$ cat src/hw/rtl/mps_pkg.sv
package mps_pkg;

  // Sample format: signed Q8.8
  localparam int SAMPLE_W = 16;
  typedef logic signed [SAMPLE_W-1:0] sample_t;
  localparam sample_t SAMPLE_MIN = {1'b1, {(SAMPLE_W-1){1'b0}}};

  // Configuration register fields
  localparam int KS_W = 4;
  localparam int MH_W = 7;
  localparam int MW_W = 7;
  localparam int CC_W = 9;

  localparam int CFG_INDEX_W = 3;
  localparam int CFG_DATA_W  = 9;

  localparam logic [CFG_INDEX_W-1:0] CFG_KERNEL_SIZE   = 3'd0;
  localparam logic [CFG_INDEX_W-1:0] CFG_MAP_HEIGHT    = 3'd1;
  localparam logic [CFG_INDEX_W-1:0] CFG_MAP_WIDTH     = 3'd2;
  localparam logic [CFG_INDEX_W-1:0] CFG_CHANNEL_COUNT = 3'd3;

  localparam int KS_RESET = 2;
  localparam int MH_RESET = 28;
  localparam int MW_RESET = 28;
  localparam int CC_RESET = 1;

  // Per-item control decided from the position counters at accept time
  typedef struct packed {
    logic active;      // sample lies inside a whole window
    logic seg_first;   // first sample of a horizontal segment
    logic seg_last;    // last sample of a segment: update the line store
    logic line_first;  // first row of a band: overwrite the line entry
    logic emit;        // last sample of a window
    logic row_end;
    logic frame_end;
  } step_ctrl_t;

endpackage

$ cat src/hw/rtl/max_pooling_stream_top.sv
// K-by-K max pooling, stride K, over a raster stream of C x H x W samples.
// Results pass the s1 register, then the result register; an output stall holds both.
// Throughput: one item per cycle unless the output stalls or a config write is pending.
// After each config write the input stalls while the output column and row
// indexes are rebuilt for the new kernel size.
// Reset (rst, synchronous, active high) restores the default config and zeroes all counters.
module max_pooling_stream_top #(
  parameter int MAX_WIDTH    = 64,
  parameter int MAX_HEIGHT   = 64,
  parameter int MAX_CHANNELS = 256,
  parameter int MAX_KERNEL   = 8
) (
  input  logic                            clk,
  input  logic                            rst,
  // config write channel
  input  logic                            cfg_valid,
  output logic                            cfg_ready,
  input  logic [mps_pkg::CFG_INDEX_W-1:0] cfg_index,
  input  logic [mps_pkg::CFG_DATA_W-1:0]  cfg_data,
  // sample input
  input  logic                            in_valid,
  output logic                            in_stall,
  input  mps_pkg::sample_t                sample_value,
  // pooled output
  output logic                            out_valid,
  input  logic                            out_stall,
  output mps_pkg::sample_t                pooled_value,
  output logic                            row_end,
  output logic                            frame_end
);

  // Largest values the register fields can actually express, bounded by the build limits
  localparam int KS_LIM = (1 << mps_pkg::KS_W) - 1;
  localparam int MH_LIM = (1 << mps_pkg::MH_W) - 1;
  localparam int MW_LIM = (1 << mps_pkg::MW_W) - 1;
  localparam int CC_LIM = (1 << mps_pkg::CC_W) - 1;
  localparam int KMAX   = (MAX_KERNEL < KS_LIM) ? MAX_KERNEL : KS_LIM;
  localparam int HMAX   = (MAX_HEIGHT < MH_LIM) ? MAX_HEIGHT : MH_LIM;
  localparam int WMAX   = (MAX_WIDTH < MW_LIM) ? MAX_WIDTH : MW_LIM;
  localparam int CHMAX  = (MAX_CHANNELS < CC_LIM) ? MAX_CHANNELS : CC_LIM;
  // line store address: one entry per output column
  localparam int CW     = $clog2(WMAX);

  logic                accept;
  logic                adv;
  mps_pkg::step_ctrl_t step;
  logic [CW-1:0]       line_addr;

  // Counters and window decisions; an item is taken only when the result side can move
  mps_ctrl #(
    .KMAX (KMAX),
    .WMAX (WMAX),
    .HMAX (HMAX),
    .CHMAX(CHMAX),
    .CW   (CW)
  ) u_ctrl (
    .clk      (clk),
    .rst      (rst),
    .cfg_valid(cfg_valid),
    .cfg_ready(cfg_ready),
    .cfg_index(cfg_index),
    .cfg_data (cfg_data),
    .in_valid (in_valid),
    .in_stall (in_stall),
    .adv      (adv),
    .accept   (accept),
    .step     (step),
    .line_addr(line_addr)
  );

  // Compare/update of segment and line maxima, then the result register
  mps_datapath #(
    .CW   (CW),
    .DEPTH(WMAX)
  ) u_datapath (
    .clk         (clk),
    .rst         (rst),
    .accept      (accept),
    .step        (step),
    .line_addr   (line_addr),
    .sample_value(sample_value),
    .adv         (adv),
    .out_valid   (out_valid),
    .out_stall   (out_stall),
    .pooled_value(pooled_value),
    .row_end     (row_end),
    .frame_end   (frame_end)
  );

endmodule

$ cat src/hw/rtl/mps_kdiv.sv
// x / k for a small kernel size, by multiplying with a constant reciprocal table.
// Exact for x < 2**XW and 1 <= k <= KMAX.
module mps_kdiv #(
  parameter int XW   = 6,
  parameter int KW   = 4,
  parameter int KMAX = 8
) (
  input  logic [XW-1:0] x,
  input  logic [KW-1:0] k,
  output logic [XW-1:0] q
);

  localparam int M  = XW + KW;
  localparam int PW = XW + M + 1;

  logic [M:0]    recip [KMAX+1];
  logic [PW-1:0] prod;

  for (genvar i = 0; i <= KMAX; i++) begin : g_recip
    localparam longint unsigned DIV = (i == 0) ? 1 : i;
    localparam longint unsigned R   = (i == 0) ? 0 : ((64'd1 << M) + DIV - 1) / DIV;
    assign recip[i] = (M+1)'(R);
  end

  assign prod = PW'(x) * PW'(recip[k]);
  assign q    = prod[M +: XW];

endmodule

$ cat src/hw/rtl/mps_ctrl.sv
// Config registers, raster position counters and per-item window decisions.
module mps_ctrl #(
  parameter int KMAX  = 8,
  parameter int WMAX  = 64,
  parameter int HMAX  = 64,
  parameter int CHMAX = 256,
  parameter int CW    = 6
) (
  input  logic                               clk,
  input  logic                               rst,
  input  logic                               cfg_valid,
  output logic                               cfg_ready,
  input  logic [mps_pkg::CFG_INDEX_W-1:0]    cfg_index,
  input  logic [mps_pkg::CFG_DATA_W-1:0]     cfg_data,
  input  logic                               in_valid,
  output logic                               in_stall,
  input  logic                               adv,
  output logic                               accept,
  output mps_pkg::step_ctrl_t                step,
  output logic [CW-1:0]                      line_addr
);

  localparam int KW  = $clog2(KMAX + 1);
  localparam int WW  = $clog2(WMAX + 1);
  localparam int HW  = $clog2(HMAX + 1);
  localparam int CCW = $clog2(CHMAX + 1);
  localparam int RW  = $clog2(HMAX);
  localparam int WCW = (KMAX > 1) ? $clog2(KMAX) : 1;
  localparam int CHW = (CHMAX > 1) ? $clog2(CHMAX) : 1;
  localparam int NXW = CW + 1 + KW;
  localparam int NYW = RW + 1 + KW;

  localparam int K_RST = (KMAX < mps_pkg::KS_RESET) ? KMAX : mps_pkg::KS_RESET;
  localparam int H_RST = (HMAX < mps_pkg::MH_RESET) ? HMAX : mps_pkg::MH_RESET;
  localparam int W_RST = (WMAX < mps_pkg::MW_RESET) ? WMAX : mps_pkg::MW_RESET;
  localparam int C_RST = (CHMAX < mps_pkg::CC_RESET) ? CHMAX : mps_pkg::CC_RESET;

  // Clamped configuration
  logic [KW-1:0]  k;
  logic [HW-1:0]  h;
  logic [WW-1:0]  w;
  logic [CCW-1:0] c;
  logic           pending;

  logic [mps_pkg::KS_W-1:0] k_raw;
  logic [mps_pkg::MH_W-1:0] h_raw;
  logic [mps_pkg::MW_W-1:0] w_raw;
  logic [mps_pkg::CC_W-1:0] c_raw;
  logic [KW-1:0]  k_cl;
  logic [HW-1:0]  h_cl;
  logic [WW-1:0]  w_cl;
  logic [CCW-1:0] c_cl;

  // Position counters
  logic [CW-1:0]  col, col_next, ox, ox_next, ox_div;
  logic [RW-1:0]  row, row_next, oy, oy_next, oy_div;
  logic [WCW-1:0] wc, wc_next, wr, wr_next;
  logic [CHW-1:0] ch, ch_next;

  logic [CW:0]    col1, ox1;
  logic [RW:0]    row1, oy1;
  logic [WCW:0]   wc1, wr1;
  logic [CHW:0]   ch1;
  logic [NXW-1:0] nb_x;
  logic [NYW-1:0] nb_y;
  logic           col_wrap, row_wrap, wc_wrap, wr_wrap, ch_wrap;

  assign cfg_ready = 1'b1;
  assign in_stall  = pending || !adv;
  assign accept    = in_valid && !in_stall;
  assign line_addr = ox;

  always_comb begin
    k_raw = cfg_data[mps_pkg::KS_W-1:0];
    h_raw = cfg_data[mps_pkg::MH_W-1:0];
    w_raw = cfg_data[mps_pkg::MW_W-1:0];
    c_raw = cfg_data[mps_pkg::CC_W-1:0];
    k_cl = (k_raw == '0) ? KW'(1) :
           (k_raw > mps_pkg::KS_W'(KMAX)) ? KW'(KMAX) : KW'(k_raw);
    h_cl = (h_raw == '0) ? HW'(1) :
           (h_raw > mps_pkg::MH_W'(HMAX)) ? HW'(HMAX) : HW'(h_raw);
    w_cl = (w_raw == '0) ? WW'(1) :
           (w_raw > mps_pkg::MW_W'(WMAX)) ? WW'(WMAX) : WW'(w_raw);
    c_cl = (c_raw == '0) ? CCW'(1) :
           (c_raw > mps_pkg::CC_W'(CHMAX)) ? CCW'(CHMAX) : CCW'(c_raw);
  end

  always_ff @(posedge clk) begin
    if (rst) begin
      k       <= KW'(K_RST);
      h       <= HW'(H_RST);
      w       <= WW'(W_RST);
      c       <= CCW'(C_RST);
      pending <= 1'b0;
    end else if (cfg_valid) begin
      unique case (cfg_index)
        mps_pkg::CFG_KERNEL_SIZE:   k <= k_cl;
        mps_pkg::CFG_MAP_HEIGHT:    h <= h_cl;
        mps_pkg::CFG_MAP_WIDTH:     w <= w_cl;
        mps_pkg::CFG_CHANNEL_COUNT: c <= c_cl;
        default: ;
      endcase
      pending <= 1'b1;
    end else begin
      pending <= 1'b0;
    end
  end

  // Output column / row index rebuilt after the kernel size may have changed
  mps_kdiv #(.XW(CW), .KW(KW), .KMAX(KMAX)) u_div_col (.x(col), .k(k), .q(ox_div));
  mps_kdiv #(.XW(RW), .KW(KW), .KMAX(KMAX)) u_div_row (.x(row), .k(k), .q(oy_div));

  always_comb begin
    col1     = {1'b0, col} + (CW+1)'(1);
    ox1      = {1'b0, ox} + (CW+1)'(1);
    row1     = {1'b0, row} + (RW+1)'(1);
    oy1      = {1'b0, oy} + (RW+1)'(1);
    wc1      = {1'b0, wc} + (WCW+1)'(1);
    wr1      = {1'b0, wr} + (WCW+1)'(1);
    ch1      = {1'b0, ch} + (CHW+1)'(1);
    nb_x     = NXW'(ox1) * NXW'(k);
    nb_y     = NYW'(oy1) * NYW'(k);
    col_wrap = col1 >= (CW+1)'(w);
    row_wrap = row1 >= (RW+1)'(h);
    wc_wrap  = wc1 >= (WCW+1)'(k);
    wr_wrap  = wr1 >= (WCW+1)'(k);
    ch_wrap  = ch1 >= (CHW+1)'(c);

    col_next = col_wrap ? '0 : col1[CW-1:0];
    wc_next  = (col_wrap || wc_wrap) ? '0 : wc1[WCW-1:0];
    ox_next  = col_wrap ? '0 : ((NXW'(col1) == nb_x) ? ox1[CW-1:0] : ox);
    row_next = row;
    wr_next  = wr;
    oy_next  = oy;
    ch_next  = ch;
    if (col_wrap) begin
      row_next = row_wrap ? '0 : row1[RW-1:0];
      wr_next  = (row_wrap || wr_wrap) ? '0 : wr1[WCW-1:0];
      oy_next  = row_wrap ? '0 : ((NYW'(row1) == nb_y) ? oy1[RW-1:0] : oy);
      ch_next  = row_wrap ? (ch_wrap ? '0 : ch1[CHW-1:0]) : ch;
    end

    step.active     = (nb_x <= NXW'(w)) && (nb_y <= NYW'(h));
    step.seg_first  = (wc == '0);
    step.seg_last   = wc_wrap;
    step.line_first = (wr == '0);
    step.emit       = wc_wrap && wr_wrap;
    step.row_end    = ((NXW+1)'(nb_x) + (NXW+1)'(k)) > (NXW+1)'(w);
    step.frame_end  = step.row_end && (NYW'(row1) == nb_y) &&
                      (((NYW+1)'(nb_y) + (NYW+1)'(k)) > (NYW+1)'(h)) && ch_wrap;
  end

  always_ff @(posedge clk) begin
    if (rst) begin
      col <= '0;
      wc  <= '0;
      ox  <= '0;
      row <= '0;
      wr  <= '0;
      oy  <= '0;
      ch  <= '0;
    end else if (accept) begin
      col <= col_next;
      wc  <= wc_next;
      ox  <= ox_next;
      row <= row_next;
      wr  <= wr_next;
      oy  <= oy_next;
      ch  <= ch_next;
    end else if (pending) begin
      ox <= ox_div;
      oy <= oy_div;
    end
  end

endmodule

$ cat src/hw/rtl/mps_datapath.sv
// Segment maximum, line store of partial column maxima and result register.
module mps_datapath #(
  parameter int CW    = 6,
  parameter int DEPTH = 64
) (
  input  logic                clk,
  input  logic                rst,
  input  logic                accept,
  input  mps_pkg::step_ctrl_t step,
  input  logic [CW-1:0]       line_addr,
  input  mps_pkg::sample_t    sample_value,
  output logic                adv,
  output logic                out_valid,
  input  logic                out_stall,
  output mps_pkg::sample_t    pooled_value,
  output logic                row_end,
  output logic                frame_end
);

  mps_pkg::sample_t    line_mem [DEPTH];
  mps_pkg::sample_t    rdata;

  logic                s1_valid;
  mps_pkg::step_ctrl_t s1_ctrl;
  logic [CW-1:0]       s1_addr;
  mps_pkg::sample_t    s1_sample;

  mps_pkg::sample_t    seg_max, seg_new, line_old, line_new;
  logic                fwd_valid;
  logic [CW-1:0]       fwd_addr;
  mps_pkg::sample_t    fwd_data;
  logic                fire, line_we, emit;

  assign adv = !out_valid || !out_stall;

  always_comb begin
    seg_new  = (s1_ctrl.seg_first || s1_sample > seg_max) ? s1_sample : seg_max;
    // the read issued at accept misses a write landing on the same edge
    line_old = (fwd_valid && fwd_addr == s1_addr) ? fwd_data : rdata;
    line_new = (s1_ctrl.line_first || seg_new > line_old) ? seg_new : line_old;
    fire     = adv && s1_valid && s1_ctrl.active;
    line_we  = fire && s1_ctrl.seg_last;
    emit     = line_we && s1_ctrl.emit;
  end

  always_ff @(posedge clk) begin
    if (rst) begin
      s1_valid  <= 1'b0;
      seg_max   <= mps_pkg::SAMPLE_MIN;
      fwd_valid <= 1'b0;
      out_valid <= 1'b0;
    end else begin
      if (adv) begin
        s1_valid  <= accept;
        out_valid <= emit;
      end
      if (fire) begin
        seg_max <= seg_new;
      end
      if (line_we) begin
        fwd_valid <= 1'b1;
      end
    end
  end

  always_ff @(posedge clk) begin
    if (accept) begin
      s1_ctrl   <= step;
      s1_addr   <= line_addr;
      s1_sample <= sample_value;
      rdata     <= line_mem[line_addr];
    end
    if (line_we) begin
      line_mem[s1_addr] <= line_new;
      fwd_addr          <= s1_addr;
      fwd_data          <= line_new;
    end
    if (emit) begin
      pooled_value <= line_new;
      row_end      <= s1_ctrl.row_end;
      frame_end    <= s1_ctrl.frame_end;
    end
  end

endmodule
$ cat config.mk
export PLATFORM = sky130hd
export DESIGN_NAME = max_pooling_stream_top
export DESIGN_NICKNAME = d
export VERILOG_FILES = /design/src/hw/rtl/mps_pkg.sv /design/src/hw/rtl/max_pooling_stream_top.sv /design/src/hw/rtl/mps_kdiv.sv /design/src/hw/rtl/mps_ctrl.sv /design/src/hw/rtl/mps_datapath.sv
export SDC_FILE = /design/constraint.sdc
export NUM_CORES = 2
export LEC_CHECK = 0
export ABC_CLOCK_PERIOD_IN_PS = 8800
export BUFFER_PORTS_ARGS = -buffer_cell sky130_fd_sc_hd__clkbuf_2
export CELL_PAD_IN_SITES_DETAIL_PLACEMENT = 1
export CELL_PAD_IN_SITES_GLOBAL_PLACEMENT = 1
export CORE_MARGIN = 4
export CORE_UTILIZATION = 55
export CTS_CLUSTER_SIZE = 16
export DETAILED_ROUTE_END_ITERATION = 8
export PLACE_DENSITY = 0.84
export SLEW_MARGIN = 20
export SYNTH_ARGS = -nofsm -noshare
export SYNTH_HDL_FRONTEND = slang
export SYNTH_SLANG_ARGS = --single-unit
$ cat constraint.sdc
create_clock -name clk -period 8.8 [get_ports clk]
set_clock_uncertainty 0.15 [all_clocks]
set_input_delay 2.64 -clock clk [delete_from_list [all_inputs] [get_ports clk]]
set_output_delay 2.64 -clock clk [all_outputs]
set_load 0.005 [all_outputs]
==> reports/summary.md <==
### Outcome
* **outcome** completed

### Worst setup path
* **maximum fanout along the worst path** 33
* **worst reg2reg setup slack** 1.25 ns
* **Crit path required time** 9.08 ns
* **largest stage delay on the critical path** 0.67 ns
* **critical setup path kind** reg2reg
* **kind of end point of the critical path** flop
* **kind of launch point of the worst setup path** flop
* **crit-path most repeated cell** sky130_fd_sc_hd__buf_4
* **critical path's slowest cell** sky130_fd_sc_hd__o21ai_4
* **CP cell instances** ha_1 > nor2b_1 > o21ai_0 > nand2b_1 > a21oi_1 > o41a_1 > a21oi_2 > buf_4 > mux2i_1 > inv_1 > ha_1 > nand4_1 > nor2_1 > inv_1 > o221ai_1 > a41oi_1 > o21ai_4 > buf_4 > mux2i_4 > clkbuf_16 > buf_4
* **Arrival @ worst endpoint** 7.84 ns

### Global routing
* **overflow left after global routing** 0
* **antenna violations before repair** 16
* **largest net degree at the start of global routing** 70
* **Global Route Usage Sum** 32.7%
* **vias in the first global route** 33532
* **global-route wire length before repair** 242000 microns

### STA
* **number of setup violations in the final report** 0
* **number of slew-limit violations in the final report** 0
* **setup ws final** 1.25 ns
* **hold violation count in the final report** 0
* **setup repair after global routing missed its margin** no
* **slew at the pin closest to its max-slew limit** 1.11 ns
* **minimum clock period after layout** 7.55 ns
* **Max Fclk** 132 MHz
* **worst slew slack as a fraction of its limit** 26.0%
* **Hold Slack** 0.279 ns
* **final worst path period share** 85.8%
* **setup TNS** 0 ns

### Synth
* **main area contributors after synthesis** sky130_fd_sc_hd__edfxtp_1 (62%), sky130_fd_sc_hd__mux4_2 (14%), sky130_fd_sc_hd__ha_1 (4.3%)
* **sequential cell area fraction in the yosys report** 65.0%
* **distinct cell type count after synthesis** 78
* **number of instances in the synthesized netlist** 3106
* **most common flop cell mapped by yosys** sky130_fd_sc_hd__edfxtp_1
* **mean cell area of the mapped netlist** 17.3 sq um
* **net count after synthesis** 3414
* **synthesized flop and latch total** 1194
* **EDFF count, synth** 1109
* **Synth Warn #** 0
* **cell taking the most area after synthesis** sky130_fd_sc_hd__edfxtp_1
* **post-synth top area share** 61.9%
* **cell types with the highest counts after synthesis** sky130_fd_sc_hd__edfxtp_1 (1109), sky130_fd_sc_hd__mux4_2 (336), sky130_fd_sc_hd__inv_1 (187)
* **ys async rst share** 0%
* **Cell Area, Synth** 0.0538 sq mm
* **most numerous cell in the Yosys netlist** sky130_fd_sc_hd__edfxtp_1

### Floorplan
* **number of placed I/O pins** 54
* **Die Footprint** 0.103 sq mm
* **Core Footprint** 0.0969 sq mm
* **die width** 321 microns
* **height of the die** 321 microns
* **effective utilization at floorplan** 55.6%
* **number of standard-cell rows in the floorplan** 114

### Route
* **via density per instance** 7.07
* **number of vias in the routed layout** 32802
* **remaining antenna violation count after routing** 0
* **routed wirelength normalized by instance count** 37.5 microns
* **number of DRC violations after detailed routing** 0
* **routed wire length** 174000 microns
* **Iter 0 DRT Violations** 5169
* **total iterations of the first detailed-routing run** 6

### Cells and area
* **net count reported at finish** 3563
* **layout cell share with drive strength beyond 1** 21.5%
* **synth-to-layout area growth** 12.2%
* **final standard cell area without fillers** 0.0604 sq mm
* **fill cell count** 8283
* **final std cells w/o fill** 4638
* **post-layout util** 62.4%

### Placed design
* **Final Wtd Congestion** 0.840
* **port buffer count** 52
* **DP Cell Count** 4403
* **estimated wirelength of the detail-placed design** 94900 microns
* **Setup Slack @ Placement** 1.83 ns
* **area of placed instances** 0.0562 sq mm

### Min path
* **worst min-delay path category** reg2reg

### Run
* **max-cap check violation count** 0

### Power and ir drop
* **worst-case vdd ir drop** 0.000183 V
* **Total Power Consumption** 12.5 mW
* **Cell Pwr Density** 207 mW/mm^2
* **Leakage** 20.8 nW

### Clock network
* **number of buffers on the longest clock path** 3
* **Resize count post-CTS** 0
* **hold buffers post-CTS** 0
* **Clock Root Buffer** sky130_fd_sc_hd__clkbuf_16
* **total setup buffers inserted after CTS** 0
* **CTS tree** done
* **H-tree depth reported by CTS** 3
* **Reg clk slew, reported paths** 0.08 ns
* **Sinks on Clock Net** 1194
* **clock latency on the worst-skew pair** 0.72 ns
* **total clock buffers created by CTS** 114

-- critical path, delay by kind of cell, from the launching register on --
| kind | cells | cell delay [ns] |
|---|---|---|
| AOI/OAI and AO/OA | 7 | 2.25 |
| adders and majority gates | 2 | 0.71 |
| buffers and inverters | 6 | 1.83 |
| DFF | 1 | 0.46 |
| muxes | 2 | 1.23 |
| and+or+nand+nor | 4 | 0.58 |
-- final cells by class --
cell class	instances	area (sq um)	area share (%)
timing repair buffer	171	1380	2.29
inverter	189	709	1.17
antenna	7	17.5	0.0290
clock inverter	83	908	1.50
tap	1276	1600	2.64
multi-input combinational	1585	17800	29.5
sequential	1194	35000	58.0
clock buffer	133	2970	4.91
-- metal layers --
metal | GRT usage, % | vias to the layer above | wire (microns)
met4 | 13.1 | 16 | 9660
met2 | 53.7 | 2980 | 84100
met5 | 0 | - | 103
met1 | 43.0 | 16791 | 59800
li1 | - | 12390 | -
met3 | 7.67 | 625 | 20300
-- placed cells by master, fill, tap and decap left out, types with 22 or more instances in the layout --
master,n
sky130_fd_sc_hd__buf_4,106
sky130_fd_sc_hd__mux2i_1,63
sky130_fd_sc_hd__inv_1,187
sky130_fd_sc_hd__xor2_1,39
sky130_fd_sc_hd__xnor2_1,38
sky130_fd_sc_hd__clkinv_1,26
sky130_fd_sc_hd__fa_1,92
sky130_fd_sc_hd__and2_1,48
sky130_fd_sc_hd__nand2b_1,22
sky130_fd_sc_hd__edfxtp_1,1109
sky130_fd_sc_hd__mux4_2,336
sky130_fd_sc_hd__nand2_1,156
sky130_fd_sc_hd__nor2_1,179
sky130_fd_sc_hd__a21oi_1,69
sky130_fd_sc_hd__ha_1,183
sky130_fd_sc_hd__a21o_1,30
sky130_fd_sc_hd__nand3_1,40
sky130_fd_sc_hd__clkbuf_2,51
sky130_fd_sc_hd__clkinv_2,25
sky130_fd_sc_hd__o21ai_0,28
sky130_fd_sc_hd__dfxtp_1,80
sky130_fd_sc_hd__clkbuf_16,119
sky130_fd_sc_hd__nor3_1,28
-- logic make-up (layout without fill, tap and decap cells) --
| group | after synthesis | count (layout) | synth area share (%) |
|---|---|---|---|
| flops | 1194 | 1194 | 65.0 |
| mux | 415 | 415 | 15.5 |
| fa+ha+maj | 276 | 276 | 7.69 |
| compound gates | 238 | 238 | 2.97 |
| xor+xnor | 78 | 78 | 1.30 |
| simple gates | 577 | 577 | 5.09 |
| buf+inv | 327 | 576 | 2.40 |
| other cells | 1 | 8 | 0.00697 |
-- flip-flops by register name, summed over array words and instances, names as in the netlist, 3 cells and up --
register and cells:
u_datapath.line_mem 1024, u_datapath.fwd_data 16, u_datapath.pooled_value 16, u_datapath.rdata 16
u_datapath.s1_sample 16, u_datapath.seg_max 16, u_ctrl.c 9, u_ctrl.ch 8
u_ctrl.h 7, u_ctrl.w 7, u_datapath.s1_ctrl 7, u_ctrl.col 6
u_ctrl.line_addr 6, u_ctrl.oy 6, u_ctrl.row 6, u_datapath.fwd_addr 6
u_datapath.s1_addr 6, u_ctrl.k 4, u_ctrl.wc 3, u_ctrl.wr 3
-- path summary, 6_finish.rpt --
check                               start                          end  cells after the start
setup / recovery  u_datapath.s1_sample[1]  u_datapath.line_mem[41][12]                     21
hold / removal      u_datapath.s1_ctrl[0]         u_datapath.frame_end                      0
setup reg to reg  u_datapath.s1_sample[1]  u_datapath.line_mem[41][12]                     21
hold reg to reg     u_datapath.s1_ctrl[0]         u_datapath.frame_end                      0
-- report_power, final --
group	switching (mW)	internal [mW]	leakage (nW)
Clock	2.36	2.96	1.90
Sequential	0.0471	6.27	10.7
Combinational	0.563	0.311	8.19
No activity file was read; power rests on OpenSTA's default activity.
